### src/sv/vprw_pkg.sv
package vprw_pkg;

   localparam int WINDOW_WORDS = 65536;
   localparam int ADDR_W       = $clog2(WINDOW_WORDS);
   localparam int PLANES       = 4;
   localparam int CSR_IDX_W    = 3;
   localparam int CSR_DATA_W   = 8;

   typedef enum logic {
      CMD_READ  = 1'b0,
      CMD_WRITE = 1'b1
   } cmd_type;

   typedef enum logic [1:0] {
      WMODE_0 = 2'd0,
      WMODE_1 = 2'd1,
      WMODE_2 = 2'd2,
      WMODE_3 = 2'd3
   } wmode_type;

   typedef enum logic [1:0] {
      ROP_REPLACE = 2'd0,
      ROP_AND     = 2'd1,
      ROP_OR      = 2'd2,
      ROP_XOR     = 2'd3
   } rop_type;

   typedef enum logic [CSR_IDX_W-1:0] {
      REG_OPERATION_MODE   = 3'd0,
      REG_READ_PLANE       = 3'd1,
      REG_COLOUR_KEY       = 3'd2,
      REG_COLOUR_CARE      = 3'd3,
      REG_SET_RESET        = 3'd4,
      REG_ENABLE_SET_RESET = 3'd5,
      REG_BIT_MASK         = 3'd6,
      REG_PLANE_WRITE_MASK = 3'd7
   } reg_index_type;

   typedef struct packed {
      logic                cmp_read;
      rop_type             rop;
      wmode_type           wmode;
      logic [1:0]          read_plane;
      logic [PLANES-1:0]   colour_key;
      logic [PLANES-1:0]   colour_care;
      logic [PLANES-1:0]   set_reset;
      logic [PLANES-1:0]   enable_set_reset;
      logic [7:0]          bit_mask;
      logic [PLANES-1:0]   plane_write_mask;
   } cfg_type;

   // controller -> datapath
   typedef struct packed {
      logic clr_step;
      logic wr_en;
      logic rd_en;
      logic rd_done;
   } dp_cmd_type;

   // datapath -> controller
   typedef struct packed {
      logic clr_last;
   } dp_status_type;

endpackage

### src/sv/vprw_ctrl.sv
module vprw_ctrl (
   input  logic                     clock,
   input  logic                     reset,
   input  logic                     req_valid,
   input  logic                     req_cmd,
   output logic                     req_ready,
   output logic                     rsp_valid,
   input  logic                     rsp_ready,
   output vprw_pkg::dp_cmd_type     dp_cmd,
   input  vprw_pkg::dp_status_type  dp_status
);

   typedef enum logic [2:0] {
      ST_CLEAR = 3'b001,
      ST_IDLE  = 3'b010,
      ST_READ  = 3'b100
   } state_type;

   state_type state_ff;
   state_type state_in;
   logic      rsp_valid_ff;
   logic      rsp_valid_in;
   logic      accept;
   logic      out_free;

   assign req_ready = (state_ff == ST_IDLE);
   assign accept    = req_valid && req_ready;
   assign out_free  = !rsp_valid_ff || rsp_ready;

   always_comb begin
      state_in       = state_ff;
      dp_cmd.clr_step = 1'b0;
      dp_cmd.wr_en    = 1'b0;
      dp_cmd.rd_en    = 1'b0;
      dp_cmd.rd_done  = 1'b0;
      unique case (state_ff)
         ST_CLEAR: begin
            dp_cmd.clr_step = 1'b1;
            if (dp_status.clr_last) begin
               state_in = ST_IDLE;
            end
         end
         ST_IDLE: begin
            if (accept) begin
               if (vprw_pkg::cmd_type'(req_cmd) == vprw_pkg::CMD_WRITE) begin
                  dp_cmd.wr_en = 1'b1;
               end else begin
                  dp_cmd.rd_en = 1'b1;
                  state_in     = ST_READ;
               end
            end
         end
         ST_READ: begin
            // hold the read word until the output register can take the beat
            if (out_free) begin
               dp_cmd.rd_done = 1'b1;
               state_in       = ST_IDLE;
            end
         end
         default: state_in = ST_CLEAR;
      endcase
   end

   always_comb begin
      if (dp_cmd.rd_done) begin
         rsp_valid_in = 1'b1;
      end else if (rsp_ready) begin
         rsp_valid_in = 1'b0;
      end else begin
         rsp_valid_in = rsp_valid_ff;
      end
   end

   always_ff @(posedge clock) begin
      if (reset) begin
         state_ff     <= ST_CLEAR;
         rsp_valid_ff <= 1'b0;
      end else begin
         state_ff     <= state_in;
         rsp_valid_ff <= rsp_valid_in;
      end
   end

   assign rsp_valid = rsp_valid_ff;

endmodule

### config.mk
export PLATFORM = sky130hd
export DESIGN_NAME = vprw_ctrl
export DESIGN_NICKNAME = d
export VERILOG_FILES = /design/src/sv/vprw_pkg.sv /design/src/sv/vprw_ctrl.sv
export SDC_FILE = /design/constraint.sdc
export NUM_CORES = 1
export LEC_CHECK = 0
export BUFFER_PORTS_ARGS = -buffer_cell sky130_fd_sc_hd__buf_2
export CAP_MARGIN = 20
export CORE_AREA = 5 5 42 44
export DETAILED_ROUTE_END_ITERATION = 10
export DIE_AREA = 0 0 47 49
export MAX_ROUTING_LAYER = met4
export REMOVE_ABC_BUFFERS = 1
export SETUP_SLACK_MARGIN = 0.05
export SLEW_MARGIN = 30
export SYNTH_ARGS = -nofsm -noshare
export SYNTH_HDL_FRONTEND = slang
export SYNTH_SLANG_ARGS = --single-unit
### constraint.sdc
create_clock -name clock -period 2.37 [get_ports clock]
set_input_delay 0.237 -clock clock [delete_from_list [all_inputs] [get_ports clock]]
set_output_delay 0.237 -clock clock [all_outputs]
set_load 0.01 [all_outputs]
==> flow_summary.toml, run 1 <==
[critical_path]
rrSetupSlack_ns = 1.28
crit_cells = 4
crit_slowest_cell = "dfxtp_1"
crit_path_max_incr_delay_ns = 0.35
r2r_end = "state_ff[1]"
path_delay_family = "simple AND/OR/NAND/NOR gates"
worstSetupEndpointType = "output port"
critPathLaunchType = "register"
startpoint = "state_ff[2]"
worst-endpoint-arrival_ns = 1.19
cp_max_fo = 6
cp.required_ns = 2.13
path_class = "reg2out"
r2r-start = "state_ff[2]"
worstSetupEndpoint = "dp_cmd[2]"
cp.buffers_inverters = 1
crit_chain = "nand2b_1, nor2_1, and3_1, buf_2"
reg2reg_depth = 3

[route]
drt_pass1_iterations = 2
totalWireLength_um = 506
ant_nets = 0
num_vias = 224
avgViaCountPerCell = 4.00
wl_per_cell_um = 9.04
drc = 0
drt_iter0_markers = 6

[layout]
fillerInstances = 164
fin_area_um2 = 314
seq_area_um2 = 80.1
antennaDiodeCount = 0
fin_cells = 56
areaGrowthSynthToFinish_pct = 40.2
utilization = 0.224
final_cell_mix = "11 x buf_2, 4 x dfxtp_1, 3 x nor3_1, 3 x nor2_1, 3 x clkbuf_4"
multi_input_area_um2 = 133
layout-drive-gt1-share = 0.375
final_common_cell = "buf_2"
num-nets-final = 48

[clock_tree]
root_buffer = "clkbuf_4"
cts_buffer_depth = 2
cts_hold_buf = 0
htreeDepth = 1
cts_buffers = 3
path_clk_slew_ns = 0.04
cts_tree = "yes"
cts_sinks = 4
clk-insertion-delay-late_ns = 0.23
post_cts_resized = 0
post-cts-setup-buffers = 0

[sta]
finalCriticalPeriod_ns = 1.43
fin_crit_sh = 0.602
finalSetupTns_ns = 0
tightest_slew_ns = 0.329
max_freq_mhz = 701
finalSetupViolations = 0
slew_viol_final = 0
clock_skew_ns = 0.00486
hold_slack_ns = 0.205
report.final.hold_viol_count = 0
setup_ws_ns = 0.943
slew_headroom = 0.780
rsz0062_at_grt = "no"

[placement]
dp_slack_ns = 1.19
place_inst = 53
hpwl_um = 399
portBuffers = 11
post_dp_cell_area_um2 = 292
gp_congestion = 0.692

[floorplan]
rows = 14
die_h_um = 49
core-area_mm2 = 0.00140
fp.dieW_um = 47
die_area_mm2 = 0.00230
start_util = 0.160
ioPinCount = 12

[synth]
syn_area_per_cell_um2 = 8.30
synthCells = 27
seq_area_frac_synth = 0.358
ys_seq_elements = 4
yosys_warnings = 0
synthDistinctLibCells = 16
netlist_area_um2 = 224

[min_path]
hp-class = "in2reg"

[job]
drv_cap = 0

[grt]
antenna_found_initial = 0
grt_max_degree = 8
grt_pass1_vias = 215
overflow = 0
grt_pass1_wl_um = 807
gr-usage-all-layers = 0.0570

[power_and_ir_drop]
p_per_area_mw_per_mm2 = 568
finalPower_mw = 0.178
total_leakage_power_nw = 0.141
irDropWorstVdd_mv = 0.200

[outcome]
outcome = "finished clean"
## power breakdown
group / internal, mW / switching [mW] / total (mW)
combinational: 0.0116 / 0.00918 / 0.0207
clock: 0.0566 / 0.0268 / 0.0833
sequential: 0.0704 / 0.00386 / 0.0743
total: 0.139 / 0.0398 / 0.178
## state kept, by name (all words and copies together) (netlist names)
name and cells:
rsp_valid 1, state_ff 3
## synthesized netlist by cell type, drive strengths merged
cell,number,share of area
a21oi,2,0.045
a31oi,1,0.028
and2,2,0.056
and3,1,0.028
buf,1,0.034
dfxtp,4,0.36
inv,1,0.017
nand2b,2,0.056
nor2,3,0.050
nor2b,2,0.056
nor3,3,0.067
nor3b,2,0.089
nor4bb,1,0.045
o21bai,1,0.034
o31a,1,0.039
## routing by layer
layer,vias to the layer above,global-route usage,routed length (µm),part of all wire
met5,-,-,0,0
met4,0,0.0691,23,0.045
met3,4,0.0332,65,0.13
met2,11,0.0656,181,0.36
met1,88,0.0571,235,0.46
li1,121,-,-,-
## kinds of logic after synthesis
family | count (synthesis) | share of synthesized area
and+or+nand+nor | 16 | 0.447
AOI/OAI and AO/OA | 5 | 0.145
DFF | 4 | 0.358
buffers and inverters | 2 | 0.0503
## area by class of cell
| class | instances | share of cell area |
|---|---|---|
| flip-flops and latches | 4 | 0.255 |
| multi-input cells | 21 | 0.422 |
| clock buffers | 3 | 0.0717 |
| inverters | 1 | 0.0120 |
| repair buffers | 11 | 0.175 |
| well taps | 16 | 0.0637 |
## worst min-delay path by stage
stage,endpoint,slack [ns],cells after the start,from
after floorplan,rsp_valid,0.31,1,reset
after global placement,rsp_valid,0.45,2,reset
after detailed placement,rsp_valid,0.44,2,reset
after CTS,rsp_valid,0.19,2,reset
after global routing,rsp_valid,0.21,2,reset
final,rsp_valid,0.21,2,reset
Power figures use the tool's default switching activity.
==> run 2, diff against run 1 <==
==> constraint.sdc (replaced) <==
create_clock -name clock -period 1.4 [get_ports clock]
set_input_delay 0.14 -clock clock [delete_from_list [all_inputs] [get_ports clock]]
set_output_delay 0.14 -clock clock [all_outputs]
set_load 0.01 [all_outputs]
==> run 2 against run 1 <==
Effect of this change:
- global-route usage is 0.44 points higher
- total power is 71% higher
- die area stayed put
- core utilization is 0.89 points higher
- first-iteration DRC count is 50% lower
- non-clock buffer count stayed put
- sequential share of layout area is 0.21 points lower
- register-to-register slack worse by 0.94 ns
- worst hold slack worse by 0.098 ns
- largest cell class unchanged
==> flow_summary.toml, run 2 (synthesized netlist as in run 1, its figures left out) <==
[outcome]
outcome = "finished clean"

[floorplan]
rows = 14
ioPinCount = 12
die_h_um = 49
start_util = 0.160
fp.dieW_um = 47
die_area_mm2 = 0.00230
core-area_mm2 = 0.00140

[critical_path]
critPathLaunchType = "register"
crit_slowest_cell = "dfxtp_2"
worstSetupEndpoint = "dp_cmd[2]"
crit_path_max_incr_delay_ns = 0.37
reg2reg_depth = 3
cp.required_ns = 1.26
worstSetupEndpointType = "output port"
crit_chain = "nand2b_4, nor2_2, and3_1, buf_2"
rrSetupSlack_ns = 0.34
startpoint = "state_ff[2]"
worst-endpoint-arrival_ns = 1.09
r2r-start = "state_ff[0]"
r2r_end = "state_ff[1]"
path_class = "reg2out"
cp_max_fo = 6

[sta]
fin_crit_sh = 0.877
max_freq_mhz = 815
slew_headroom = 0.780
tightest_slew_ns = 0.329
clock_skew_ns = 0.00284
finalSetupViolations = 0
finalSetupTns_ns = 0
setup_ws_ns = 0.173
slew_viol_final = 0
report.final.hold_viol_count = 0
rsz0062_at_grt = "no"
finalCriticalPeriod_ns = 1.23

[route]
drt_pass1_iterations = 4
totalWireLength_um = 532
ant_nets = 0
avgViaCountPerCell = 4.09
drt_iter0_markers = 3
wl_per_cell_um = 9.50
num_vias = 229
drc = 0

[grt]
gr-usage-met3 = 0.0332
grt_use_met1 = 0.0793
overflow = 0
gr-usage-all-layers = 0.0614
antenna_found_initial = 0
grtUsageMet2 = 0.0633
grt_pass1_vias = 219
grt_max_degree = 8
top_usage_layer = "met1"
grt_pass1_wl_um = 945

[layout]
fillerInstances = 165
final_cell_mix = "11 x buf_2, 3 x nor3_1, 3 x clkbuf_4"
final_common_cell = "buf_2"
largest_reg_flops = 3
layout-drive-gt1-share = 0.475
num-nets-final = 48
areaGrowthSynthToFinish_pct = 45.8
antennaDiodeCount = 0
regMostFlops = "state_ff"

[clock_tree]
clk-insertion-delay-late_ns = 0.23
cts_sinks = 4
path_clk_slew_ns = 0.04
cts_tree = "yes"
root_buffer = "clkbuf_4"
htreeDepth = 1
cts_hold_buf = 0
cts_buffer_depth = 2
cts_buffers = 3

[power_and_ir_drop]
irDropWorstVdd_mv = 0.357
p_per_area_mw_per_mm2 = 932
total_leakage_power_nw = 0.143

[placement]
dp_slack_ns = 0.331
hpwl_um = 410
gp_congestion = 0.741
portBuffers = 11

[job]
drv_cap = 0

[min_path]
hp-class = "in2reg"
==> run 2: worst min-delay path by stage <==
stage | from | to | slack (ns) | cells after the start
3_5_place_dp | reset | rsp_valid | 0.35 | 2
6_report | reset | state_ff[2] | 0.11 | 2
2_1_floorplan | reset | rsp_valid | 0.21 | 1
5_1_grt | reset | state_ff[2] | 0.12 | 2
4_1_cts | reset | rsp_valid | 0.10 | 2
3_3_place_gp | reset | rsp_valid | 0.36 | 2
==> run 2: cell type report <==
cell class | instances | area (µm²) | share of cell area
clock buffer | 3 | 22.5 | 0.0690
sequential | 4 | 82.6 | 0.253
tap | 16 | 20.0 | 0.0613
timing repair buffer | 11 | 55.1 | 0.169
inverter | 1 | 3.75 | 0.0115
multi-input combinational | 21 | 143 | 0.437
==> run 2: where the power goes <==
part | internal (mW) | switching (mW) | leakage, nW
combinational | 0.0211 | 0.0162 | 0.0955
sequential | 0.120 | 0.00844 | 0.0335
clock | 0.0956 | 0.0431 | 0.0138
==> run 2: routing by layer <==
layer | part of all wire | wire (µm)
met5 | 0 | 0
met4 | 0 | 0
met3 | 0.12 | 62
met2 | 0.38 | 200
met1 | 0.50 | 268
==> run 2: repair_timing <==
| item | 4_1_cts | 5_1_grt |
|---|---|---|
| buffers inserted | 0 | 0 |
| resized for setup | 0 | 4 |
| setup endpoints to repair | 0 | 2 |
==> run 2: through the flow <==
stage           util  total power, mW  hold slack (ns)  cells  instance area (µm²)
6_report       0.233            0.304            0.107     56                  327
5_1_grt        0.233            0.333            0.119     56                  327
4_1_cts        0.224            0.310            0.100     56                  314
3_5_place_dp   0.208            0.164            0.355     53                  292
3_3_place_gp   0.208            0.164            0.355     53                  292
2_1_floorplan      -            0.147            0.212     26                  216
==> run 2: critical path, delay by kind of cell (launching register included) <==
family        cells  cell delay, ns
buf+inv           1            0.13
simple gates      3            0.36
flops             1            0.37
==> run 3, diff against run 2 <==
--- a/config.mk
+++ b/config.mk
@@ -11,6 +11,7 @@
 export DETAILED_ROUTE_END_ITERATION = 10
 export DIE_AREA = 0 0 47 49
 export MAX_ROUTING_LAYER = met4
+export PLACE_DENSITY = 0.46
 export REMOVE_ABC_BUFFERS = 1
 export SETUP_SLACK_MARGIN = 0.05
 export SLEW_MARGIN = 30
==> run 3 against run 2 <==
Effect of this change:
- cell count is the same
- total power grew 1.5%
- maximum frequency shrank 2.2%
- combinational power is essentially flat
- worst hold slack gained 0.0063 ns
- critical path type unchanged
- critical endpoint unchanged
- largest cell class unchanged
==> flow_summary.toml, run 3 (synthesized netlist as in run 1, its figures left out) <==
[placement]
place_inst = 53
portBuffers = 11
hpwl_um = 425
post_dp_cell_area_um2 = 292
dp_slack_ns = 0.326
gp_congestion = 0.711

[sta]
finalSetupTns_ns = 0
clock_skew_ns = 0.00392
slew_headroom = 0.782
tightest_slew_ns = 0.326
setup_ws_ns = 0.145
max_freq_mhz = 797
rsz0062_at_grt = "no"
report.final.hold_viol_count = 0
finalSetupViolations = 0
fin_crit_sh = 0.896
slew_viol_final = 0
finalCriticalPeriod_ns = 1.26

[critical_path]
worstSetupEndpointType = "output port"
crit_slowest_cell = "dfxtp_2"
startpoint = "state_ff[2]"
path_class = "reg2out"
critPathLaunchType = "register"
crit_path_max_incr_delay_ns = 0.34
cp.buffers_inverters = 1
r2r-start = "state_ff[0]"
worst-endpoint-arrival_ns = 1.12
cp_max_fo = 6
cp.required_ns = 1.26
crit_chain = "nand2b_4, nor2_2, and3_1, buf_2"
path_delay_family = "simple AND/OR/NAND/NOR gates"

[floorplan]
die_area_mm2 = 0.00230
die_h_um = 49
ioPinCount = 12
start_util = 0.160
fp.dieW_um = 47
core-area_mm2 = 0.00140
rows = 14

[clock_tree]
cts_buffer_depth = 2
post-cts-setup-buffers = 0
clk-insertion-delay-late_ns = 0.23
root_buffer = "clkbuf_4"
path_clk_slew_ns = 0.04
cts_sinks = 4
cts_tree = "yes"
cts_buffers = 3
htreeDepth = 1

[layout]
largest_reg_flops = 3
fin_area_um2 = 327
final_common_cell = "buf_2"
layout-drive-gt1-share = 0.475
areaGrowthSynthToFinish_pct = 45.8
num-nets-final = 48
fin_cells = 56
antennaDiodeCount = 0
regMostFlops = "state_ff"
final_cell_mix = "11 x buf_2, 3 x nor3_1, 3 x clkbuf_4"
fillerInstances = 167

[route]
drc = 0
num_vias = 217
totalWireLength_um = 546
wl_per_cell_um = 9.75
ant_nets = 0
drt_pass1_iterations = 4
avgViaCountPerCell = 3.88
drt_iter0_markers = 2

[power_and_ir_drop]
p_per_area_mw_per_mm2 = 945
finalPower_mw = 0.309
total_leakage_power_nw = 0.143
irDropWorstVdd_mv = 0.273

[min_path]
hp-class = "in2reg"
hold_path.startpoint = "reset"

[job]
drv_cap = 0

[grt]
overflow = 0
grt_pass1_wl_um = 848
grt_max_degree = 8
grt_pass1_vias = 216
antenna_found_initial = 0
gr-usage-all-layers = 0.0542

[outcome]
outcome = "finished clean"
[run 3: cell type report]
cell class	instances	area [µm²]	area share
multi-input combinational	21	143	0.437
tap	16	20.0	0.0613
clock buffer	3	22.5	0.0690
inverter	1	3.75	0.0115
sequential	4	82.6	0.253
timing repair buffer	11	55.1	0.169
[run 3: report_power, final]
part | internal [mW] | switching [mW] | leakage, nW
Combinational | 0.0211 | 0.0163 | 0.0955
Clock | 0.0959 | 0.0470 | 0.0138
Sequential | 0.120 | 0.00875 | 0.0335
Total | 0.237 | 0.0721 | 0.143
[run 3: metal layers]
layer | global-route usage | routed length (µm) | share of wire | vias up
met3 | 0.0221 | 76 | 0.14 | 0
met4 | 0.0415 | 0 | 0 | 0
met5 | - | 0 | 0 | -
met1 | 0.0725 | 249 | 0.46 | 84
li1 | - | - | - | 123
met2 | 0.0611 | 220 | 0.40 | 10
[run 3: metrics by stage]
| stage | util | hold WS (ns) |
|---|---|---|
| 2_1_floorplan | - | 0.212 |
| 3_3_place_gp | 0.208 | 0.360 |
| 3_5_place_dp | 0.208 | 0.354 |
| 4_1_cts | 0.224 | 0.104 |
| 5_1_grt | 0.233 | 0.141 |
| 6_report | 0.233 | 0.113 |
[run 3: path summary, 6_finish.rpt]
check / slack [ns] / end / cells after the start
max reg2reg: 0.33 / state_ff[1] / 3
min reg2reg: 0.57 / state_ff[2] / 1
min: 0.11 / state_ff[2] / 2
max: 0.14 / dp_cmd[2] / 4
[run 3: worst register-to-register path: cells and delay by family, from the launching register on]
kind               cells  cell delay [ns]
DFF                    1             0.36
and+or+nand+nor        2             0.35
AOI/OAI and AO/OA      1             0.24
[run 3: what timing repair did]
action	CTS	global route
setup endpoints to repair	0	2
hold buffers	0	0
gates resized for setup	0	4
