<file path="src/sv/vprw_pkg.sv">
package vprw_pkg;

   localparam int WINDOW_WORDS = 65536;
   localparam int ADDR_W       = $clog2(WINDOW_WORDS);
   localparam int PLANES       = 4;
   localparam int CSR_IDX_W    = 3;
   localparam int CSR_DATA_W   = 8;

   typedef enum logic {
      CMD_READ  = 1'b0,
      CMD_WRITE = 1'b1
   } cmd_type;

   typedef enum logic [1:0] {
      WMODE_0 = 2'd0,
      WMODE_1 = 2'd1,
      WMODE_2 = 2'd2,
      WMODE_3 = 2'd3
   } wmode_type;

   typedef enum logic [1:0] {
      ROP_REPLACE = 2'd0,
      ROP_AND     = 2'd1,
      ROP_OR      = 2'd2,
      ROP_XOR     = 2'd3
   } rop_type;

   typedef enum logic [CSR_IDX_W-1:0] {
      REG_OPERATION_MODE   = 3'd0,
      REG_READ_PLANE       = 3'd1,
      REG_COLOUR_KEY       = 3'd2,
      REG_COLOUR_CARE      = 3'd3,
      REG_SET_RESET        = 3'd4,
      REG_ENABLE_SET_RESET = 3'd5,
      REG_BIT_MASK         = 3'd6,
      REG_PLANE_WRITE_MASK = 3'd7
   } reg_index_type;

   typedef struct packed {
      logic                cmp_read;
      rop_type             rop;
      wmode_type           wmode;
      logic [1:0]          read_plane;
      logic [PLANES-1:0]   colour_key;
      logic [PLANES-1:0]   colour_care;
      logic [PLANES-1:0]   set_reset;
      logic [PLANES-1:0]   enable_set_reset;
      logic [7:0]          bit_mask;
      logic [PLANES-1:0]   plane_write_mask;
   } cfg_type;

   // controller -> datapath
   typedef struct packed {
      logic clr_step;
      logic wr_en;
      logic rd_en;
      logic rd_done;
   } dp_cmd_type;

   // datapath -> controller
   typedef struct packed {
      logic clr_last;
   } dp_status_type;

endpackage

</file>
<file path="src/sv/vprw_csr.sv">
module vprw_csr (
   input  logic                                clock,
   input  logic                                reset,
   input  logic                                csr_we,
   input  logic [vprw_pkg::CSR_IDX_W-1:0]      csr_index,
   input  logic [vprw_pkg::CSR_DATA_W-1:0]     csr_wdata,
   output vprw_pkg::cfg_type                   cfg
);

   vprw_pkg::cfg_type cfg_ff;
   vprw_pkg::cfg_type cfg_in;

   always_comb begin
      cfg_in = cfg_ff;
      if (csr_we) begin
         unique case (vprw_pkg::reg_index_type'(csr_index))
            vprw_pkg::REG_OPERATION_MODE: begin
               cfg_in.cmp_read  = csr_wdata[4];
               cfg_in.rop       = vprw_pkg::rop_type'(csr_wdata[3:2]);
               cfg_in.wmode     = vprw_pkg::wmode_type'(csr_wdata[1:0]);
            end
            vprw_pkg::REG_READ_PLANE:       cfg_in.read_plane       = csr_wdata[1:0];
            vprw_pkg::REG_COLOUR_KEY:       cfg_in.colour_key       = csr_wdata[3:0];
            vprw_pkg::REG_COLOUR_CARE:      cfg_in.colour_care      = csr_wdata[3:0];
            vprw_pkg::REG_SET_RESET:        cfg_in.set_reset        = csr_wdata[3:0];
            vprw_pkg::REG_ENABLE_SET_RESET: cfg_in.enable_set_reset = csr_wdata[3:0];
            vprw_pkg::REG_BIT_MASK:         cfg_in.bit_mask         = csr_wdata[7:0];
            vprw_pkg::REG_PLANE_WRITE_MASK: cfg_in.plane_write_mask = csr_wdata[3:0];
            default:                        cfg_in = cfg_ff;
         endcase
      end
   end

   always_ff @(posedge clock) begin
      if (reset) begin
         cfg_ff.cmp_read         <= 1'b0;
         cfg_ff.rop              <= vprw_pkg::ROP_REPLACE;
         cfg_ff.wmode            <= vprw_pkg::WMODE_0;
         cfg_ff.read_plane       <= 2'd0;
         cfg_ff.colour_key       <= 4'h0;
         cfg_ff.colour_care      <= 4'hF;
         cfg_ff.set_reset        <= 4'h0;
         cfg_ff.enable_set_reset <= 4'h0;
         cfg_ff.bit_mask         <= 8'hFF;
         cfg_ff.plane_write_mask <= 4'hF;
      end else begin
         cfg_ff <= cfg_in;
      end
   end

   assign cfg = cfg_ff;

endmodule

</file>
<file path="config.mk">
export PLATFORM = sky130hd
export DESIGN_NAME = vprw_csr
export DESIGN_NICKNAME = d
export VERILOG_FILES = /design/src/sv/vprw_pkg.sv /design/src/sv/vprw_csr.sv
export SDC_FILE = /design/constraint.sdc
export NUM_CORES = 1
export LEC_CHECK = 0
export ABC_AREA = 1
export BUFFER_PORTS_ARGS = -buffer_cell sky130_fd_sc_hd__buf_4
export CORE_MARGIN = 10
export CORE_UTILIZATION = 40
export CTS_BUF_LIST = sky130_fd_sc_hd__clkbuf_16
export DETAILED_ROUTE_END_ITERATION = 12
export PLACE_DENSITY = 0.67
export REMOVE_ABC_BUFFERS = 1
export SLEW_MARGIN = 10
export SYNTH_ARGS = -nofsm -noshare
export SYNTH_HDL_FRONTEND = slang
export SYNTH_SLANG_ARGS = --single-unit
</file>
<file path="constraint.sdc">
create_clock -name clock -period 1.85 [get_ports clock]
set_input_delay 0 -clock clock [delete_from_list [all_inputs] [get_ports clock]]
set_output_delay 0 -clock clock [all_outputs]
set_load 0.01 [all_outputs]
</file>
==> results_tabular.tex, run 1 <==
\begin{tabular}{lr}
\hline
Metric & Value \\
\hline
\multicolumn{2}{l}{\textbf{STA}} \\
\quad Total setup violations reported at the end of the flow & 0 \\
\quad Worst slew margin & 57.0\% \\
\quad Setup repair after global routing missed its margin & false \\
\quad Final count of pins violating max slew & 0 \\
\quad Final clock period utilization by the worst path & 49.1\% \\
\quad Maximum clock rate & 1100 MHz \\
\quad Hold WS & 129 ps \\
\quad Summed negative setup slack over all endpoints & 0 ps \\
\quad Minimum clock period & 909 ps \\
\quad Fin Clk Skew & 0 ps \\
\quad Final hold viol count & 0 \\
\quad Slew @ Worst Pin & 642 ps \\
\multicolumn{2}{l}{\textbf{Critical path}} \\
\quad Highest fanout seen on the critical path & 4 \\
\quad R2r startpoint & cfg[7] \\
\quad Slowest stage cell on the critical path & sky130\_fd\_sc\_hd\_\_dlygate4sd3\_1 \\
\quad Worst reg-to-reg setup slack & 1280 ps \\
\quad Worst R2R Path Depth & 2 \\
\quad CP endpoint kind & register \\
\quad Cell chain of the critical path & dlygate4sd3\_1 -> buf\_4 -> inv\_1 -> nand3\_1 -> nand2\_1 -> nor2\_1 \\
\quad Worst reg2reg path endpoint & cfg[7] \\
\quad Required time of the critical path & 2020 ps \\
\quad Kind of start point of the critical path & input pin \\
\quad Arr. time, crit path & 1080 ps \\
\quad Maximum single-stage delay on the critical path & 540 ps \\
\quad WP buf/inv & 3 \\
\quad Delay-heaviest family, CP & buffers and inverters \\
\quad Category of the critical setup timing path & in -> reg \\
\multicolumn{2}{l}{\textbf{Synthesis}} \\
\quad Leading cell types by count after synthesis & 57 x sky130\_fd\_sc\_hd\_\_nand2\_1, 44 x sky130\_fd\_sc\_hd\_\_nor2\_1, 35 x sky130\_fd\_sc\_hd\_\_dfxtp\_1, 35 x sky130\_fd\_sc\_hd\_\_nand3\_1, 8 x sky130\_fd\_sc\_hd\_\_inv\_1 \\
\quad Dominant combinational cell family by area after synthesis & simple AND/OR/NAND/NOR gates \\
\quad Per-instance average area after synthesis & 7.03 sq um \\
\quad Ranking of synthesized cells by area & sky130\_fd\_sc\_hd\_\_dfxtp\_1 51\%, sky130\_fd\_sc\_hd\_\_nand2\_1 16\%, sky130\_fd\_sc\_hd\_\_nand3\_1 13\% \\
\quad Post-synthesis instance total & 195 \\
\quad Async set-or-reset flop fraction in the synthesized netlist & 0\% \\
\quad Sequential cell area fraction in the yosys report & 51.1\% \\
\quad Area share of the largest cell type after synthesis & 51.1\% \\
\quad Multiplexer area fraction after synthesis & 0\% \\
\quad Top flip-flop cell by instance count after synthesis & sky130\_fd\_sc\_hd\_\_dfxtp\_1 \\
\quad Synth Area in Simple Gates & 44.4\% \\
\quad Ys Warns & 0 \\
\quad Count of state elements after synthesis & 35 \\
\quad Post-synthesis cell type count & 13 \\
\quad Fraction of the mapped netlist area in compound gates & 0\% \\
\quad Biggest area consumer among synthesized cells & sky130\_fd\_sc\_hd\_\_dfxtp\_1 \\
\quad Post-synth EDFFs & 0 \\
\quad Most frequently used cell type in the post-synthesis netlist & sky130\_fd\_sc\_hd\_\_nand2\_1 \\
\quad Xor-xnor portion of the synthesized cell area & 0\% \\
\quad Post-synth design cell area & 1370 sq um \\
\quad Fraction of the mapped netlist area in adder cells & 0\% \\
\multicolumn{2}{l}{\textbf{Min path}} \\
\quad Hold EP & cfg[12] \\
\quad Min-delay worst type & in -> reg \\
\quad Launch point of the worst hold path & csr\_index[1] \\
\quad Number of cells on the worst hold path & 5 \\
\multicolumn{2}{l}{\textbf{Placement}} \\
\quad Port buffer count & 48 \\
\quad Global placer's final weighted congestion & 0.844 \\
\quad Detail Placement HPWL & 2810 microns \\
\multicolumn{2}{l}{\textbf{Global route}} \\
\quad All-Layer GR Usage & 12.7\% \\
\quad Number of global-route vias before repair & 1419 \\
\quad Pin count of the biggest net entering global routing & 20 \\
\quad Antenna violations before repair & 0 \\
\quad Overall overflow remaining after global route & 0 \\
\quad Global-route wire length before repair & 6310 microns \\
\multicolumn{2}{l}{\textbf{Layout}} \\
\quad Fillers & 330 \\
\quad Combined area of the multi-input logic cells & 609 sq um \\
\quad Number of nets in the final layout & 270 \\
\quad Flip-flop count of the largest register after layout & 35 \\
\quad Antenna fix cells & 0 \\
\quad Area delta synth->final & 45.6\% \\
\quad Proportion of layout cells with a drive suffix above 1 & 25.5\% \\
\quad Register area & 701 sq um \\
\multicolumn{2}{l}{\textbf{Floorplan}} \\
\quad Number of standard-cell rows in the floorplan & 21 \\
\quad Number of I/O pins & 49 \\
\quad Die Span Y & 78.6 microns \\
\quad Starting density of the core & 41.1\% \\
\quad Overall die width & 78.6 microns \\
\quad Area of the die & 6170 sq um \\
\quad Core Footprint & 3340 sq um \\
\multicolumn{2}{l}{\textbf{Power and ir drop}} \\
\quad Cell area power density & 876 nW/um\^{}2 \\
\quad Worst vdd ir & 0.563 mV \\
\quad Static Leak & 0.975 nW \\
\multicolumn{2}{l}{\textbf{Clocking}} \\
\quad Clock transition at path regs & 50 ps \\
\quad CTS tree & done \\
\quad Maximum number of buffers from clock root to sink & 2 \\
\quad Cts bufs inserted & 5 \\
\quad Clock sink count & 35 \\
\quad Clk\_lat worst skew & 270 ps \\
\quad H-tree depth reported by CTS & 2 \\
\quad Clock root cell & sky130\_fd\_sc\_hd\_\_clkbuf\_16 \\
\multicolumn{2}{l}{\textbf{Route}} \\
\quad Post-route DRC & 0 \\
\quad Number of violations reported at the end of detailed-routing iteration 0 & 81 \\
\quad Count of nets left with antenna violations after detail routing & 0 \\
\quad Routed len/inst & 12.2 microns \\
\quad Total routed wirelength & 3670 microns \\
\quad Total number of vias & 1375 \\
\quad Number of iterations in the first detailed-routing pass & 4 \\
\quad Via/cell ratio & 4.57 \\
\multicolumn{2}{l}{\textbf{Run status}} \\
\quad Run status & completed \\
\multicolumn{2}{l}{\textbf{Job}} \\
\quad Max\_cap viols & 0 \\
\hline
\end{tabular}
stage by stage:
step	area, sq um	power (W)	utilization [%]	std cells	setup slack, ps
2_1_floorplan	1360	0.000907	-	191	1010
3_3_place_gp	1790	0.00100	53.6	287	811
3_5_place_dp	1790	0.00101	53.6	287	809
4_1_cts	2000	0.00177	59.8	301	947
5_1_grt	2000	0.00183	59.8	301	859
6_report	2000	0.00175	59.8	301	941
tightest hold or removal path, cell delays in order:
cell,delay (ps)
sky130_fd_sc_hd__buf_4,120
sky130_fd_sc_hd__nor2_2,70
sky130_fd_sc_hd__nand3_1,60
sky130_fd_sc_hd__nand2_1,50
sky130_fd_sc_hd__nor2_1,70
cells in the final DEF, fill, tap and decap left out, drive strengths merged:
cell / count
inv: 12
nor2: 50
dfxtp: 35
clkinv: 1
nand4: 1
dlygate4sd3: 8
buf: 50
nand2: 58
nand3: 35
clkbuf: 5
layer usage:
layer	global-route usage (%)	part of all wire, %	vias to the layer above
met2	19.8	43	39
li1	-	-	729
met4	6.63	2.0	0
met1	13.5	44	599
met5	0	0	-
met3	6.95	11	8
layout make-up:
type | count | share of cell area [%]
Timing Repair Buffer | 58 | 22.8
Multi-Input combinational cell | 144 | 30.5
Clock buffer | 5 | 6.27
Tap cell | 46 | 2.88
Sequential cell | 35 | 35.1
Inverter | 12 | 2.26
Clock inverter | 1 | 0.188
logic make-up (layout without fill, tap and decap cells):
group                  Yosys count  after routing
flip-flops                      35             35
AND/OR/NAND/NOR                144            144
buffers and inverters           16             76
power breakdown:
group,internal [W],total [W],switching [W]
clock,0.000477,0.000748,0.000271
combinational,0.0000933,0.000205,0.000112
sequential,0.000782,0.000796,0.0000133
total,0.00135,0.00175,0.000396
what timing repair did:
action | CTS | global route
resized for setup | 0 | 0
setup buffers | 0 | 0
hold buffers | 8 | 0
endpoints found under the setup margin | 0 | 0
hold endpoints to repair | 16 | 0
worst max path at each step:
stage	depth (start not counted)	from	endpoint	slack (ps)
global placement	5	csr_index[2]	cfg[27]	810
detailed placement	5	csr_index[2]	cfg[32]	810
finish	6	csr_wdata[2]	cfg[32]	940
floorplan	3	reset	cfg[12]	1010
CTS	6	csr_wdata[1]	cfg[29]	950
global route	6	csr_wdata[0]	cfg[24]	860
(Power assumes the default switching activity.)
==> inputs of run 2 (changes only) <==
Settings changed: ABC_AREA 1 to 0, PLACE_DENSITY 0.67 to 0.66.
Clock period 1.85 ns to 0.9 ns, I/O delays scaled along.
==> results_tabular.tex, run 2 <==
\begin{tabular}{lr}
\hline
Metric & Value \\
\hline
\multicolumn{2}{l}{\textbf{Global route}} \\
\quad Number of global-route vias before repair & 1195 (-16\%) \\
\quad Pin count of the biggest net entering global routing & 36 (+80\%) \\
\quad All-Layer GR Usage & 10.8\% (-1.9 points) \\
\quad Overall overflow remaining after global route & 0 (unchanged) \\
\quad Antenna violations before repair & 0 (unchanged) \\
\quad Global-route wire length before repair & 5550 microns (-12\%) \\
\multicolumn{2}{l}{\textbf{Layout}} \\
\quad Final Core Density & 59.7\% (-0.14 points) \\
\quad Flip-flop count of the largest register after layout & 35 (unchanged) \\
\quad Area delta synth->final & 41.4\% \\
\quad Antenna fix cells & 0 (unchanged) \\
\quad Number of nets in the final layout & 206 (-24\%) \\
\quad Fillers & 297 (-10\%) \\
\quad Most common library cell in the layout ignoring fill and taps & sky130\_fd\_sc\_hd\_\_buf\_4 \\
\quad Commonest cells after routing, fill and taps aside & 55 x sky130\_fd\_sc\_hd\_\_buf\_4, 35 x sky130\_fd\_sc\_hd\_\_mux2i\_1, 35 x sky130\_fd\_sc\_hd\_\_dfxtp\_1 \\
\quad Proportion of layout cells with a drive suffix above 1 & 32.1\% (+6.6 points) \\
\quad Post-route cell area & 2040 sq um (+2.1\%) \\
\multicolumn{2}{l}{\textbf{Route}} \\
\quad Routed len/inst & 14.4 microns (+18\%) \\
\quad Post-route DRC & 0 (unchanged) \\
\quad Total number of vias & 1112 (-19\%) \\
\quad Total routed wirelength & 3440 microns (-6.2\%) \\
\quad Via/cell ratio & 4.65 (+1.9\%) \\
\quad Number of violations reported at the end of detailed-routing iteration 0 & 42 (-48\%) \\
\quad Count of nets left with antenna violations after detail routing & 0 (unchanged) \\
\quad Number of iterations in the first detailed-routing pass & 4 (unchanged) \\
\multicolumn{2}{l}{\textbf{Critical path}} \\
\quad Worst setup path startpoint & cfg[30] \\
\quad End of the critical path & cfg[30] \\
\quad Maximum single-stage delay on the critical path & 350 ps (-190 ps) \\
\quad Delay-heaviest family, CP & flip-flops \\
\quad CP endpoint kind & output port \\
\quad Worst path depth & 1 (-5) \\
\quad Required time of the critical path & 900 ps (-1120 ps) \\
\quad Highest fanout seen on the critical path & 2 (-2) \\
\quad R2r startpoint & cfg[2] \\
\quad Slowest stage cell on the critical path & sky130\_fd\_sc\_hd\_\_dfxtp\_1 \\
\quad Worst reg2reg path endpoint & cfg[2] \\
\quad Arr. time, crit path & 760 ps (-320 ps) \\
\quad WP buf/inv & 1 (-2) \\
\quad Worst reg-to-reg setup slack & 280 ps (-1000 ps) \\
\quad Kind of start point of the critical path & register \\
\quad Category of the critical setup timing path & reg -> out \\
\quad Cell chain of the critical path & buf\_4 \\
\quad Worst R2R Path Depth & 2 (unchanged) \\
\multicolumn{2}{l}{\textbf{Clocking}} \\
\quad Number of cells upsized or downsized after cts & 0 (unchanged) \\
\quad Cts hold-fix bufs & 3 (-5) \\
\quad Maximum number of buffers from clock root to sink & 2 (unchanged) \\
\quad CTS tree & done \\
\quad Clock root cell & sky130\_fd\_sc\_hd\_\_clkbuf\_16 \\
\quad Cts bufs inserted & 5 (unchanged) \\
\quad Number of buffers inserted to repair setup after CTS & 0 (unchanged) \\
\quad Clock transition at path regs & 50 ps (about the same) \\
\quad Clock sink count & 35 (unchanged) \\
\quad H-tree depth reported by CTS & 2 (unchanged) \\
\quad Clk\_lat worst skew & 270 ps (about the same) \\
\multicolumn{2}{l}{\textbf{Synthesis}} \\
\quad Leading cell types by count after synthesis & 35 x sky130\_fd\_sc\_hd\_\_dfxtp\_1, 35 x sky130\_fd\_sc\_hd\_\_mux2i\_1, 24 x sky130\_fd\_sc\_hd\_\_nand2b\_1, 24 x sky130\_fd\_sc\_hd\_\_nor2\_1, 6 x sky130\_fd\_sc\_hd\_\_buf\_2 \\
\quad Top flip-flop cell by instance count after synthesis & sky130\_fd\_sc\_hd\_\_dfxtp\_1 \\
\quad Ys Warns & 0 (unchanged) \\
\quad Post-synthesis instance total & 138 (-29\%) \\
\quad Post-synthesis cell type count & 12 (-1) \\
\quad Biggest area consumer among synthesized cells & sky130\_fd\_sc\_hd\_\_dfxtp\_1 \\
\quad Async set-or-reset flop fraction in the synthesized netlist & 0\% (unchanged) \\
\quad Area share of the largest cell type after synthesis & 48.6\% (-2.5 points) \\
\quad Post-synth design cell area & 1440 sq um (+5.2\%) \\
\quad Count of state elements after synthesis & 35 (unchanged) \\
\quad Sequential cell area fraction in the yosys report & 48.6\% (-2.5 points) \\
\quad Ranking of synthesized cells by area & sky130\_fd\_sc\_hd\_\_dfxtp\_1 49\%, sky130\_fd\_sc\_hd\_\_mux2i\_1 24\%, sky130\_fd\_sc\_hd\_\_nand2b\_1 10\% \\
\quad Per-instance average area after synthesis & 10.5 sq um (+49\%) \\
\quad Post-synth EDFFs & 0 (unchanged) \\
\multicolumn{2}{l}{\textbf{Floorplan}} \\
\quad Starting density of the core & 42.2\% (+1.1 points) \\
\quad Area of the die & 6410 sq um (+3.9\%) \\
\quad Number of standard-cell rows in the floorplan & 21 (unchanged) \\
\quad Number of I/O pins & 49 (unchanged) \\
\quad Overall die width & 80.1 microns (+1.9\%) \\
\quad Core Footprint & 3420 sq um (+2.4\%) \\
\quad Die Span Y & 80.1 microns (+1.9\%) \\
\multicolumn{2}{l}{\textbf{STA}} \\
\quad Slew @ Worst Pin & 310 ps (-332 ps) \\
\quad Setup repair after global routing missed its margin & false \\
\quad Maximum clock rate & 1320 MHz \\
\quad Minimum clock period & 758 ps \\
\quad Final count of pins violating max slew & 0 (unchanged) \\
\quad Summed negative setup slack over all endpoints & 0 ps (unchanged) \\
\quad Total setup violations reported at the end of the flow & 0 (unchanged) \\
\quad Hold WS & -1.93 ps (-131 ps) \\
\quad Final clock period utilization by the worst path & 84.2\% \\
\quad Final hold viol count & 1 (+1) \\
\quad Fin Clk Skew & 0 ps (unchanged) \\
\quad Worst slew margin & 79.2\% (+22 points) \\
\multicolumn{2}{l}{\textbf{Run status}} \\
\quad Violated checks & negative hold slack \\
\quad Run status & finished, violations left \\
\multicolumn{2}{l}{\textbf{Power and ir drop}} \\
\quad Cell area power density & 1720 nW/um\^{}2 (+96\%) \\
\quad Static Leak & 0.966 nW (-0.87\%) \\
\quad Worst vdd ir & 1.33 mV (+140\%) \\
\multicolumn{2}{l}{\textbf{Placement}} \\
\quad Port buffer count & 48 (unchanged) \\
\quad Placed Instance Area & 1870 sq um (+4.8\%) \\
\quad Detail Placement HPWL & 2640 microns (-6.1\%) \\
\quad Global placer's final weighted congestion & 0.688 (-18\%) \\
\multicolumn{2}{l}{\textbf{Min path}} \\
\quad Min-delay worst type & in -> reg \\
\multicolumn{2}{l}{\textbf{Job}} \\
\quad Max\_cap viols & 0 (unchanged) \\
\hline
\end{tabular}
[run 2: cell count changes after synthesis, sizes merged, moves of 2 or more]
cell / previous run / this run
nand4b: 0 / 2
nor2: 50 / 24
nand2b: 0 / 24
nand4bb: 0 / 3
mux2i: 0 / 35
nand3: 35 / 0
nand2: 58 / 0
buf: 1 / 7
inv: 11 / 0
clkbuf: 3 / 5
[run 2: layer usage]
metal | global-route usage [%] | wire length [microns] | share of wire (%)
met5 | 0 | 0 | 0
met4 | 3.70 | 42 | 1.2
met1 | 11.2 | 1450 | 42
met3 | 7.02 | 395 | 11
met2 | 17.3 | 1550 | 45
[run 2: logic make-up after synthesis]
group	after synthesis	share of synthesized area (%)
simple gates	56	23.0
buf+inv	12	4.16
flops	35	48.6
mux	35	24.3
[run 2: final cells by class]
cell class | instances | area (sq um) | share of cell area [%]
repair buffers | 59 | 463 | 22.7
multi-input cells | 91 | 682 | 33.4
well taps | 46 | 57.6 | 2.82
flip-flops and latches | 35 | 701 | 34.4
clock inverters | 3 | 11.3 | 0.552
clock buffers | 5 | 125 | 6.13
[run 2: worst min-delay path by stage]
stage                      start  endpoint  slack (ps)  depth (start not counted)
detailed placement  csr_wdata[7]   cfg[11]         260                          3
floorplan           csr_wdata[4]   cfg[34]         150                          2
global placement    csr_wdata[5]    cfg[9]         260                          3
CTS                 csr_wdata[4]    cfg[8]         0.8                          3
finish              csr_wdata[4]    cfg[8]          -2                          3
global route        csr_wdata[4]   cfg[34]          20                          3
[run 2: worst register-to-register path: cells and delay by family, from the launching register on]
family	cells	cell delay (ps)
flops	1	310
mux	1	80
simple gates	1	110
[run 2: power breakdown]
group	internal [W]	total (W)	leakage (nW)	switching, W
Sequential	0.00159	0.00161	0.284	0.0000192
Clock	0.000993	0.00158	0.0701	0.000587
Combinational	0.000170	0.000317	0.612	0.000146
Total	0.00275	0.00350	0.966	0.000753
[run 2: stage by stage]
step / std cells / hold slack [ps] / setup WS (ps) / total power, W
after global routing: 239 / 19.5 / 110 / 0.00364
after floorplan: 126 / 155 / 151 / 0.00176
after global placement: 228 / 265 / 61.2 / 0.00194
after detailed placement: 228 / 265 / 9.89 / 0.00195
final: 239 / -1.93 / 142 / 0.00350
after CTS: 239 / 0.824 / 132 / 0.00354
==> inputs of run 3 (changes only) <==
Settings changed: ABC_AREA 0 to 1, PLACE_DENSITY 0.66 to 0.67.
Clock period 0.9 ns to 0.8 ns, I/O delays scaled along.
==> results_tabular.tex, run 3 (synthesis gave the netlist of run 1 again) <==
\begin{tabular}{lr}
\hline
Metric & Value \\
\hline
\multicolumn{2}{l}{\textbf{Route}} \\
\quad Number of violations reported at the end of detailed-routing iteration 0 & 97 (+130\%) \\
\quad Count of nets left with antenna violations after detail routing & 0 (unchanged) \\
\quad Number of iterations in the first detailed-routing pass & 4 (unchanged) \\
\quad Routed len/inst & 12.1 microns (-16\%) \\
\quad Total number of vias & 1434 (+29\%) \\
\quad Post-route DRC & 0 (unchanged) \\
\quad Via/cell ratio & 4.67 (+0.39\%) \\
\quad Total routed wirelength & 3720 microns (+8.1\%) \\
\multicolumn{2}{l}{\textbf{Min path}} \\
\quad Launch point of the worst hold path & csr\_index[0] \\
\quad Number of cells on the worst hold path & 5 (+2) \\
\quad Hold EP & cfg[26] \\
\quad Min-delay worst type & in -> reg \\
\multicolumn{2}{l}{\textbf{Critical path}} \\
\quad Maximum single-stage delay on the critical path & 350 ps (about the same) \\
\quad Category of the critical setup timing path & reg -> out \\
\quad Slowest stage cell on the critical path & sky130\_fd\_sc\_hd\_\_dfxtp\_1 \\
\quad Worst reg-to-reg setup slack & 230 ps (-50 ps) \\
\quad Worst reg2reg path endpoint & cfg[33] \\
\quad R2r startpoint & cfg[33] \\
\quad WP buf/inv & 1 (unchanged) \\
\quad CP endpoint kind & output port \\
\quad Kind of start point of the critical path & register \\
\quad Delay-heaviest family, CP & flip-flops \\
\quad Worst R2R Path Depth & 2 (unchanged) \\
\quad Arr. time, crit path & 760 ps (about the same) \\
\quad Cell chain of the critical path & buf\_4 \\
\quad Highest fanout seen on the critical path & 2 (unchanged) \\
\quad Required time of the critical path & 800 ps (-100 ps) \\
\multicolumn{2}{l}{\textbf{Floorplan}} \\
\quad Die Span Y & 78.6 microns (-1.9\%) \\
\quad Starting density of the core & 41.1\% (-1.1 points) \\
\quad Area of the die & 6170 sq um (-3.7\%) \\
\quad Overall die width & 78.6 microns (-1.9\%) \\
\quad Number of standard-cell rows in the floorplan & 21 (unchanged) \\
\quad Number of I/O pins & 49 (unchanged) \\
\quad Core Footprint & 3340 sq um (-2.3\%) \\
\multicolumn{2}{l}{\textbf{STA}} \\
\quad Final hold viol count & 0 (-1) \\
\quad Fin Clk Skew & 0 ps (unchanged) \\
\quad Total setup violations reported at the end of the flow & 0 (unchanged) \\
\quad Setup repair after global routing missed its margin & false \\
\quad Worst slew margin & 79.4\% (+0.22 points) \\
\quad Summed negative setup slack over all endpoints & 0 ps (unchanged) \\
\quad Final clock period utilization by the worst path & 95.4\% \\
\quad Hold WS & 133 ps (+134 ps) \\
\quad Minimum clock period & 763 ps \\
\quad Maximum clock rate & 1310 MHz \\
\quad Slew @ Worst Pin & 308 ps (-2.73 ps) \\
\quad Final count of pins violating max slew & 0 (unchanged) \\
\multicolumn{2}{l}{\textbf{Placement}} \\
\quad Global placer's final weighted congestion & 0.789 (+15\%) \\
\quad Port buffer count & 48 (unchanged) \\
\quad Placed insts & 291 (+28\%) \\
\quad Detail Placement HPWL & 2850 microns (+8.0\%) \\
\multicolumn{2}{l}{\textbf{Clocking}} \\
\quad Clock root cell & sky130\_fd\_sc\_hd\_\_clkbuf\_16 \\
\quad Clock sink count & 35 (unchanged) \\
\quad Clk\_lat worst skew & 280 ps (about the same) \\
\quad Cts hold-fix bufs & 8 (+5) \\
\quad Number of buffers inserted to repair setup after CTS & 0 (unchanged) \\
\quad Number of cells upsized or downsized after cts & 0 (unchanged) \\
\quad Cts bufs inserted & 5 (unchanged) \\
\quad CTS tree & done \\
\quad Maximum number of buffers from clock root to sink & 2 (unchanged) \\
\quad H-tree depth reported by CTS & 2 (unchanged) \\
\quad Clock transition at path regs & 50 ps (about the same) \\
\multicolumn{2}{l}{\textbf{Layout}} \\
\quad Antenna fix cells & 0 (unchanged) \\
\quad Area delta synth->final & 51.2\% \\
\quad Final standard cell count with taps included and fillers excluded & 307 (+28\%) \\
\quad Flip-flop count of the largest register after layout & 35 (unchanged) \\
\quad Fillers & 338 (+14\%) \\
\quad Most common library cell in the layout ignoring fill and taps & sky130\_fd\_sc\_hd\_\_nand2\_1 \\
\quad Number of nets in the final layout & 274 (+33\%) \\
\quad Commonest cells after routing, fill and taps aside & 57 x sky130\_fd\_sc\_hd\_\_nand2\_1, 51 x sky130\_fd\_sc\_hd\_\_buf\_4, 44 x sky130\_fd\_sc\_hd\_\_nor2\_1 \\
\quad Proportion of layout cells with a drive suffix above 1 & 26.8\% (-5.3 points) \\
\multicolumn{2}{l}{\textbf{Power and ir drop}} \\
\quad Clock network fraction of design power & 43.3\% (-1.8 points) \\
\quad Sw frac & 23.5\% (+2.0 points) \\
\quad Switch Pwr & 0.000974 W (+29\%) \\
\quad Worst vdd ir & 1.70 mV (+28\%) \\
\quad Fraction of power consumed by combinational cells & 12.4\% (+3.4 points) \\
\quad Cell area power density & 2000 nW/um\^{}2 (+17\%) \\
\quad Internal power & 0.00318 W (+15\%) \\
\quad Static Leak & 1.02 nW (+5.3\%) \\
\quad Part of the total power dissipated in sequential elements & 44.3\% (-1.5 points) \\
\multicolumn{2}{l}{\textbf{Global route}} \\
\quad Number of global-route vias before repair & 1438 (+20\%) \\
\quad Global-route wire length before repair & 6420 microns (+16\%) \\
\quad All-Layer GR Usage & 12.9\% (+2.1 points) \\
\quad Pin count of the biggest net entering global routing & 19 (-47\%) \\
\quad Antenna violations before repair & 0 (unchanged) \\
\quad Overall overflow remaining after global route & 0 (unchanged) \\
\multicolumn{2}{l}{\textbf{Run status}} \\
\quad Run status & completed \\
\multicolumn{2}{l}{\textbf{Job}} \\
\quad Max\_cap viols & 0 (unchanged) \\
\hline
\end{tabular}
[run 3: changes by cell type in the layout (fill, tap and decap cells not counted), moves of 4 or more]
cell and delta:
sky130_fd_sc_hd__nand2_1 +57, sky130_fd_sc_hd__dlygate4sd3_1 +5, sky130_fd_sc_hd__nand2b_1 -24, sky130_fd_sc_hd__nor2_2 +5
sky130_fd_sc_hd__inv_1 +9, sky130_fd_sc_hd__buf_4 -4, sky130_fd_sc_hd__nand3_1 +35, sky130_fd_sc_hd__mux2i_1 -35
sky130_fd_sc_hd__nor2_1 +20
[run 3: area by class of cell]
type | count | area [sq um] | area share (%)
inverters | 12 | 45.0 | 2.17
repair buffers | 62 | 523 | 25.2
well taps | 46 | 57.6 | 2.78
clock buffers | 5 | 125 | 6.03
clock inverters | 3 | 12.5 | 0.603
flip-flops and latches | 35 | 701 | 33.8
multi-input cells | 144 | 609 | 29.4
[run 3: power by group through the flow]
stage                     clock network, W  registers, W  logic (W)
after floorplan                          0       0.00190   0.000194
after global placement                   0       0.00187   0.000483
after detailed placement                 0       0.00188   0.000489
after CTS                          0.00184       0.00184   0.000521
after global routing               0.00193       0.00184   0.000578
final                              0.00180       0.00184   0.000514
[run 3: tightest hold or removal path, stage by stage]
cell                      delay (ps)
sky130_fd_sc_hd__buf_4           140
sky130_fd_sc_hd__nor2_4           60
sky130_fd_sc_hd__nand3_1          60
sky130_fd_sc_hd__nand2_1          40
sky130_fd_sc_hd__nor2_1           70
[run 3: layer usage]
metal / global-route usage (%) / vias to the layer above / part of all wire (%)
li1: - / 744 / -
met1: 14.7 / 633 / 44
met2: 19.9 / 52 / 43
met3: 7.63 / 5 / 12
met4: 3.76 / 0 / 1.2
met5: 0 / - / 0
[run 3: worst max-delay path by stage]
stage | startpoint | endpoint | slack, ps | depth (start not counted)
floorplan | reset | cfg[12] | -40 | 3
global placement | csr_index[1] | cfg[19] | -80 | 6
detailed placement | csr_index[1] | cfg[19] | -80 | 6
CTS | cfg[7] | cfg[7] | 30 | 1
global route | cfg[7] | cfg[7] | 2 | 1
finish | cfg[7] | cfg[7] | 40 | 1
[run 3: stage by stage]
step	cell area, sq um	total power (W)	utilization (%)	worst slack [ps]
6_report	2070	0.00415	62.1	37.2
4_1_cts	2070	0.00420	62.1	30.9
3_5_place_dp	1860	0.00236	55.6	-80.3
5_1_grt	2070	0.00435	62.1	1.58
3_3_place_gp	1860	0.00236	55.6	-77.4
2_1_floorplan	1360	0.00210	-	-40.7
